**src/rtl/sftd_pkg.sv**
```systemverilog
package sftd_pkg;

  // Framing
  localparam logic [7:0] SYNC_BYTE     = 8'h80;
  localparam int unsigned SYNC_LEN     = 3;
  localparam int unsigned PAYLOAD_BYTES = 3;

  // Widths of the fixed fields
  localparam int unsigned BYTE_W     = 8;
  localparam int unsigned PAYLOAD_W  = 24;
  localparam int unsigned CHIP_W     = 3;
  localparam int unsigned INACT_W    = 3;
  localparam int unsigned TOTAL_W    = 32;
  localparam int unsigned TYPE_BIT_W = 5;

  // Payload field positions
  localparam int unsigned CHIP_LSB   = 20;
  localparam int unsigned INACT_LSB  = 14;
  localparam int unsigned INACT_BITS = 5;
  localparam int unsigned START_LSB  = 11;
  localparam int unsigned START_BITS = 4;
  localparam int unsigned OFFS_LSB   = 8;
  localparam int unsigned OFFS_BITS  = 3;
  localparam int unsigned CNT_LSB    = 0;
  localparam int unsigned CNT_BITS   = 8;

  // Output word layout (tdata, lowest bit first)
  localparam int unsigned OUT_DATA_W = 128;

  // Reset values and defaults
  localparam logic [TYPE_BIT_W-1:0] TYPE_BIT_RST = 5'd23;
  localparam int unsigned ACC_WIDTH_DEF = 32;

  typedef enum logic {
    ST_HUNT,
    ST_COLLECT
  } state_e;

  // Ones count of the inactive-chip mask
  function automatic logic [INACT_W-1:0] ones5(input logic [INACT_BITS-1:0] v);
    logic [INACT_W-1:0] n;
    n = '0;
    for (int k = 0; k < INACT_BITS; k++) begin
      n = n + INACT_W'(v[k]);
    end
    return n;
  endfunction

endpackage

```
**src/rtl/sync_framed_telemetry_deframer_top.sv**
```systemverilog
// Deframer for framed telemetry arriving as serial bytes, one byte per input word.
// The block hunts for three 0x80 sync bytes in a row, then takes the next three
// bytes (most significant first) as a 24-bit payload, whatever their values.
// Each completed frame yields one output word; all other bytes yield none.
// The payload bit chosen by type_bit (reset 23; 24..31 read as zero) marks a
// health packet, which reloads the inactive-chip count and adds three payload
// fields into wrapping ACC_WIDTH-bit totals, reported as their low 32 bits.
// The decode and accumulator update sit between the input handshake and a single
// output register, so a byte is taken every cycle unless that register is full and
// stalled by the sink.
module sync_framed_telemetry_deframer_top
  import sftd_pkg::*;
#(
  parameter int unsigned ACC_WIDTH = ACC_WIDTH_DEF
) (
  input  logic                  clk_i,
  input  logic                  rst_ni,

  // Configuration: type_bit
  input  logic                  cfg_we_i,
  input  logic [TYPE_BIT_W-1:0] cfg_wdata_i,

  // Byte input. tdata: [7:0] rx_byte
  input  logic                  s_axis_tvalid,
  output logic                  s_axis_tready,
  input  logic [BYTE_W-1:0]     s_axis_tdata,

  // Packet output. tuser: [0] is_health
  // tdata: [2:0] chip_index, [26:3] payload, [29:27] inactive_chips,
  //        [61:30] start_total, [93:62] offset_total, [125:94] count_total, zero above
  output logic                  m_axis_tvalid,
  input  logic                  m_axis_tready,
  output logic [OUT_DATA_W-1:0] m_axis_tdata,
  output logic                  m_axis_tuser
);

  // Control state
  state_e                  state_q, state_d;
  logic [1:0]              sync_run_q, sync_run_d;
  logic [1:0]              byte_cnt_q, byte_cnt_d;
  logic [TYPE_BIT_W-1:0]   type_bit_q;
  logic                    out_valid_q;

  // Data state
  logic [PAYLOAD_W-1:0]    shift_q, shift_d;
  logic [INACT_W-1:0]      inact_q, inact_d;
  logic [ACC_WIDTH-1:0]    start_acc_q, start_acc_d;
  logic [ACC_WIDTH-1:0]    offs_acc_q, offs_acc_d;
  logic [ACC_WIDTH-1:0]    cnt_acc_q, cnt_acc_d;

  // Output register
  logic                    health_q;
  logic [PAYLOAD_W-1:0]    pay_q;
  logic [INACT_W-1:0]      out_inact_q;
  logic [TOTAL_W-1:0]      start_tot_q, offs_tot_q, cnt_tot_q;

  logic                    in_acc;
  logic                    is_sync;
  logic                    frame_done;
  logic [PAYLOAD_W-1:0]    frame_word;
  logic [31:0]             frame_ext;
  logic                    health;

  // Handshake: the output register frees up when the sink takes its word
  assign s_axis_tready = !out_valid_q || m_axis_tready;
  assign in_acc        = s_axis_tvalid && s_axis_tready;
  assign is_sync       = (s_axis_tdata == SYNC_BYTE);
  assign frame_done    = (state_q == ST_COLLECT) &&
                         (byte_cnt_q == 2'(PAYLOAD_BYTES - 1));

  // Payload as it stands once this byte is shifted in
  assign frame_word = {shift_q[PAYLOAD_W-BYTE_W-1:0], s_axis_tdata};
  assign frame_ext  = {{(32-PAYLOAD_W){1'b0}}, frame_word};
  assign health     = frame_ext[type_bit_q];

  // Next state
  always_comb begin
    state_d = state_q;
    if (in_acc) begin
      unique case (state_q)
        ST_HUNT: begin
          if (is_sync && sync_run_q == 2'(SYNC_LEN - 1)) begin
            state_d = ST_COLLECT;
          end
        end
        ST_COLLECT: begin
          if (frame_done) begin
            state_d = ST_HUNT;
          end
        end
        default: state_d = ST_HUNT;
      endcase
    end
  end

  // Counters and datapath
  always_comb begin
    sync_run_d  = sync_run_q;
    byte_cnt_d  = byte_cnt_q;
    shift_d     = shift_q;
    inact_d     = inact_q;
    start_acc_d = start_acc_q;
    offs_acc_d  = offs_acc_q;
    cnt_acc_d   = cnt_acc_q;
    if (in_acc) begin
      unique case (state_q)
        ST_HUNT: begin
          byte_cnt_d = '0;
          if (is_sync && sync_run_q != 2'(SYNC_LEN - 1)) begin
            sync_run_d = sync_run_q + 2'd1;
          end else begin
            sync_run_d = '0;
          end
        end
        ST_COLLECT: begin
          sync_run_d = '0;
          shift_d    = frame_word;
          if (frame_done) begin
            byte_cnt_d = '0;
            if (health) begin
              inact_d     = ones5(frame_word[INACT_LSB +: INACT_BITS]);
              start_acc_d = start_acc_q + ACC_WIDTH'(frame_word[START_LSB +: START_BITS]);
              offs_acc_d  = offs_acc_q + ACC_WIDTH'(frame_word[OFFS_LSB +: OFFS_BITS]);
              cnt_acc_d   = cnt_acc_q + ACC_WIDTH'(frame_word[CNT_LSB +: CNT_BITS]);
            end
          end else begin
            byte_cnt_d = byte_cnt_q + 2'd1;
          end
        end
        default: begin
          sync_run_d = '0;
          byte_cnt_d = '0;
        end
      endcase
    end
  end

  // Low 32 bits of each total, zero-extended when the accumulators are narrower
  logic [ACC_WIDTH+TOTAL_W-1:0] start_wide, offs_wide, cnt_wide;
  assign start_wide = {{TOTAL_W{1'b0}}, start_acc_d};
  assign offs_wide  = {{TOTAL_W{1'b0}}, offs_acc_d};
  assign cnt_wide   = {{TOTAL_W{1'b0}}, cnt_acc_d};

  // Control registers
  always_ff @(posedge clk_i or negedge rst_ni) begin
    if (!rst_ni) begin
      state_q     <= ST_HUNT;
      sync_run_q  <= '0;
      byte_cnt_q  <= '0;
      type_bit_q  <= TYPE_BIT_RST;
      out_valid_q <= 1'b0;
      inact_q     <= '0;
      start_acc_q <= '0;
      offs_acc_q  <= '0;
      cnt_acc_q   <= '0;
    end else begin
      state_q     <= state_d;
      sync_run_q  <= sync_run_d;
      byte_cnt_q  <= byte_cnt_d;
      inact_q     <= inact_d;
      start_acc_q <= start_acc_d;
      offs_acc_q  <= offs_acc_d;
      cnt_acc_q   <= cnt_acc_d;
      if (cfg_we_i) begin
        type_bit_q <= cfg_wdata_i;
      end
      if (in_acc && frame_done) begin
        out_valid_q <= 1'b1;
      end else if (m_axis_tready) begin
        out_valid_q <= 1'b0;
      end
    end
  end

  // Shift register and output payload
  always_ff @(posedge clk_i) begin
    shift_q <= shift_d;
    if (in_acc && frame_done) begin
      health_q    <= health;
      pay_q       <= frame_word;
      out_inact_q <= inact_d;
      start_tot_q <= start_wide[TOTAL_W-1:0];
      offs_tot_q  <= offs_wide[TOTAL_W-1:0];
      cnt_tot_q   <= cnt_wide[TOTAL_W-1:0];
    end
  end

  // Output word
  assign m_axis_tvalid = out_valid_q;
  assign m_axis_tuser  = health_q;
  assign m_axis_tdata  = {2'b00, cnt_tot_q, offs_tot_q, start_tot_q, out_inact_q, pay_q,
                          pay_q[CHIP_LSB +: CHIP_W]};

  // Checks
  a_hunt_no_count: assert property (@(posedge clk_i) disable iff (!rst_ni)
    state_q == ST_HUNT |-> byte_cnt_q == 2'd0)
    else $error("byte count nonzero while hunting");

  a_sync_run_range: assert property (@(posedge clk_i) disable iff (!rst_ni)
    sync_run_q != 2'd3)
    else $error("sync run count out of range");

  a_frame_emits: assert property (@(posedge clk_i) disable iff (!rst_ni)
    in_acc && frame_done |=> out_valid_q && state_q == ST_HUNT)
    else $error("completed frame did not produce a word");

  a_error_keeps_totals: assert property (@(posedge clk_i) disable iff (!rst_ni)
    in_acc && frame_done && !health |=>
      $stable(start_acc_q) && $stable(offs_acc_q) && $stable(cnt_acc_q) && $stable(inact_q))
    else $error("error packet changed health state");

  a_hunt_no_acc: assert property (@(posedge clk_i) disable iff (!rst_ni)
    state_q == ST_HUNT |=> $stable(start_acc_q) && $stable(cnt_acc_q))
    else $error("totals changed while hunting");

endmodule
```
**config.mk**
```make
export PLATFORM = sky130hd
export DESIGN_NAME = sync_framed_telemetry_deframer_top
export DESIGN_NICKNAME = d
export VERILOG_FILES = /design/src/rtl/sftd_pkg.sv /design/src/rtl/sync_framed_telemetry_deframer_top.sv
export SDC_FILE = /design/constraint.sdc
export NUM_CORES = 1
export LEC_CHECK = 0
export ABC_CLOCK_PERIOD_IN_PS = 3570
export BUFFER_PORTS_ARGS = -buffer_cell sky130_fd_sc_hd__buf_2
export CAP_MARGIN = 20
export CELL_PAD_IN_SITES_DETAIL_PLACEMENT = 2
export CELL_PAD_IN_SITES_GLOBAL_PLACEMENT = 2
export CORE_MARGIN = 2
export CORE_UTILIZATION = 35
export CTS_CLUSTER_DIAMETER = 150
export DETAILED_ROUTE_END_ITERATION = 10
export GPL_ROUTABILITY_DRIVEN = 0
export HOLD_SLACK_MARGIN = 0.15
export PLACE_DENSITY = 0.84
export RECOVER_POWER = 100
export SETUP_SLACK_MARGIN = 0.1
export SLEW_MARGIN = 30
export SYNTH_ARGS = -nofsm -noshare
export SYNTH_HDL_FRONTEND = slang
export SYNTH_SLANG_ARGS = --single-unit
```
**constraint.sdc**
```tcl
create_clock -name clk_i -period 3.57 [get_ports clk_i]
set_input_delay 0.714 -clock clk_i [delete_from_list [all_inputs] [get_ports clk_i]]
set_output_delay 0.714 -clock clk_i [all_outputs]
set_load 0.1 [all_outputs]
```
==> results.sh <==
export IMPL_status="finished, final reports clean"
export IMPL_synth_seq_area_share=0.6955
export IMPL_crit_chain="mux4_2 -> mux2_2 -> o2bb2ai_1 -> or2_2 -> buf_12 -> nand4_1 -> xnor2_1"
export IMPL_setup_viol=0
export IMPL_clock_latency_ps=530
export IMPL_fin_tns_setup_ps=0
export IMPL_ir_worst_vdd_mv=0.3665
export IMPL_clock_skew_ps=11.18
export IMPL_timing_critical_path_buf_inv=1
export IMPL_dr_pass1_iters=4
export IMPL_required_ps=3840
export IMPL_grt_usage=0.1849
export IMPL_powerDensity_mw_per_mm2=512.9
export IMPL_cts_resized=0
export IMPL_rsz0062_at_grt="false"
export IMPL_yosys_warnings=0
export IMPL_post_cts_buffers=0
export IMPL_io_pins=149
export IMPL_grt_pass1_vias=7346
export IMPL_cts_buffers=29
export IMPL_crit_family="multiplexers"
export IMPL_layout_cells_non_filler=1260
export IMPL_post_place_ws_ps=419.8
export IMPL_core_area_sq_mm=0.02793
export IMPL_layout_nets=901
export IMPL_vias=6326
export IMPL_async_flop_share=0.4400
export IMPL_post_route_min_period_ps=3203
export IMPL_grt_max_degree=57
export IMPL_placed_cells=1208
export IMPL_finalCoreUtilization=0.4277
export IMPL_die_y_microns=173.1
export IMPL_via_per_inst=5.021
export IMPL_wirelength_mm=27.15
export IMPL_syn2layout_area_growth_pct=19.36
export IMPL_min_path_type="in2async"
export IMPL_tritoncts="built"
export IMPL_synth_edf_count=140
export IMPL_maxCapViolCount=0
export IMPL_synth_seq_cells=250
export IMPL_crit_end="start_tot_q[6]"
export IMPL_start_util=0.3583
export IMPL_fin_crit_sh=0.8971
export IMPL_timing_fmax_ghz=0.3123
export IMPL_post_synth_top_area_fraction=0.4200
export IMPL_relSlewSlack=0.07996
export IMPL_synth_ff_type="edfxtp_1"
export IMPL_hpwl_mm=18.19
export IMPL_critical_path_endpoint_type="flip-flop"
export IMPL_crit_slowest_cell="dfstp_1"
export IMPL_clk_path_buf_depth=3
export IMPL_finalMaxSlewViolations=0
export IMPL_r2r_slack_ps=370
export IMPL_reg2reg_to="start_tot_q[6]"
export IMPL_cts_sinks=250
export IMPL_startpoint="type_bit_q[1]"
export IMPL_grt_pass1_wl_mm=43.72
export IMPL_rr_startpoint="type_bit_q[1]"
export IMPL_wl_per_cell_microns=21.55
export IMPL_ant_nets=0
export IMPL_clk_pin_slew_worst_paths_ps=60
export IMPL_cts_htree_levels=1
export IMPL_synth_area_top_cells="edfxtp_1 42%, dfrtp_1 26%, xnor2_1 5.1%"
export IMPL_cp_max_fo=39
export IMPL_slowest_delay_ps=740
export IMPL_drc=0
export IMPL_critPathKind="reg2reg"
export IMPL_drive_gt1_frac=0.09524
export IMPL_clockRootBuffer="clkbuf_16"
export IMPL_synth_cell_types=55
export IMPL_cts_hold_buf=0
export IMPL_p_leak_nw=4.465
export IMPL_io_buffers=146
export IMPL_core_rowCount=61
export IMPL_cp_start_kind="flip-flop"
export IMPL_reg2regPathDepth=7
export IMPL_dieWidth_microns=173.1
export IMPL_crit_arrival_ps=3470
export IMPL_fin_ws_ps=367.5
export IMPL_hold_viol=0
export IMPL_synthCells=697
export IMPL_synth_avg_cell_area_sq_um=14.36
export IMPL_antenna_found_initial=0
export IMPL_synth_top_cell_by_area="edfxtp_1"
export IMPL_critical_path_depth=7
export IMPL_grt_ovfl_total=0
export IMPL_dr_first_iter_drc_count=373
export IMPL_die_area_sq_mm=0.02997
export IMPL_worst_pin_slew_ps=1380
export IMPL_n_antenna_cell=0
export IMPL_syn_area_sq_mm=0.01001
## worst register-to-register path: stages (launching register included)
cell       delay [ps]
dfstp_1           740
mux4_2            550
mux2_2            320
o2bb2ai_1         220
or2_2             550
buf_12            280
nand4_1           170
xnor2_1           120
## where the power goes
| group | internal [W] | switching (W) |
|---|---|---|
| Sequential | 0.00304 | 0.0000151 |
| Combinational | 0.0000410 | 0.0000755 |
| Clock | 0.00176 | 0.00120 |
| Total | 0.00484 | 0.00129 |
## metal layers
| layer | part of all wire | up-vias | global-route usage |
|---|---|---|---|
| met5 | 0 | - | 0 |
| met4 | 0.027 | 0 | 0.05508 |
| met3 | 0.037 | 54 | 0.03012 |
| met2 | 0.51 | 135 | 0.3275 |
| met1 | 0.42 | 3308 | 0.2328 |
| li1 | - | 2829 | - |
## layout by cell type (no fill, tap or decap), drive strengths merged, types with 11 or more instances in the layout
master  Yosys  layout
a21oi      15      15
and3       11      11
buf        19      16
clkbuf      7     183
dfrtp     106     106
edfxtp    140     140
ha         17      17
inv        17      18
nand2      60      60
nand3      29      29
nand4      34      34
nor2       28      28
nor3       28      28
xnor2      58      58
xor2       32      32
## synthesized netlist by cell type (11+ instances only)
| master | count |
|---|---|
| edfxtp_1 | 140 |
| dfrtp_1 | 106 |
| nand2_1 | 60 |
| xnor2_1 | 58 |
| nand4_1 | 34 |
| xor2_1 | 32 |
| nand3_1 | 29 |
| nor3_1 | 28 |
| nor2_1 | 27 |
| ha_1 | 17 |
| inv_1 | 17 |
| a21oi_1 | 15 |
| and3_1 | 11 |
## worst min-delay path by stage
stage | startpoint | endpoint | slack [ps] | cells past startpoint
detailed placement | shift_q[13] | pay_q[21] | 460 | 0
CTS | rst_ni | cnt_acc_q[28] | 240 | 1
global placement | offs_acc_q[31] | offs_acc_q[31] | 450 | 1
global route | rst_ni | cnt_acc_q[27] | 260 | 1
finish | rst_ni | cnt_acc_q[27] | 210 | 1
floorplan | rst_ni | byte_cnt_q[0] | 420 | 0
## kinds of logic after synthesis
family,count (synthesis),synth area share
multiplexers,16,0.02225
flip-flops,250,0.6955
buffers and inverters,43,0.02312
adder cells (fa/ha/maj),22,0.03125
other,1,0.0003746
AND/OR/NAND/NOR,234,0.1218
XOR/XNOR,90,0.07875
AO/OA/AOI/OAI,41,0.02700
## flip-flops by register name, indices dropped and copies added, names as in the netlist, 3 cells and up
signal       count
out_inact_q      3
inact_q          3
shift_q         16
pay_q           24
cnt_tot_q       32
start_acc_q     32
offs_tot_q      32
type_bit_q       5
start_tot_q     32
offs_acc_q      32
cnt_acc_q       32
## final cells by class
cell class | count | area, sq um
multi-input cells | 405 | 2825
flip-flops and latches | 250 | 6963
clock inverters | 11 | 131.4
well taps | 378 | 473.0
inverters | 17 | 65.06
repair buffers | 158 | 666.9
clock buffers | 41 | 823.3
fillers | 2817 | 15990
## per-stage QoR
stage | hold slack (ps) | area [sq um] | total power [W]
after global placement | 448.0 | 11230 | 0.003228
after floorplan | 418.4 | 10050 | 0.003173
after global routing | 257.8 | 11950 | 0.006323
after CTS | 243.9 | 12180 | 0.006217
final | 210.0 | 11950 | 0.006128
after detailed placement | 456.9 | 11230 | 0.003234
Note: power is estimated with default switching activity, not from simulation.
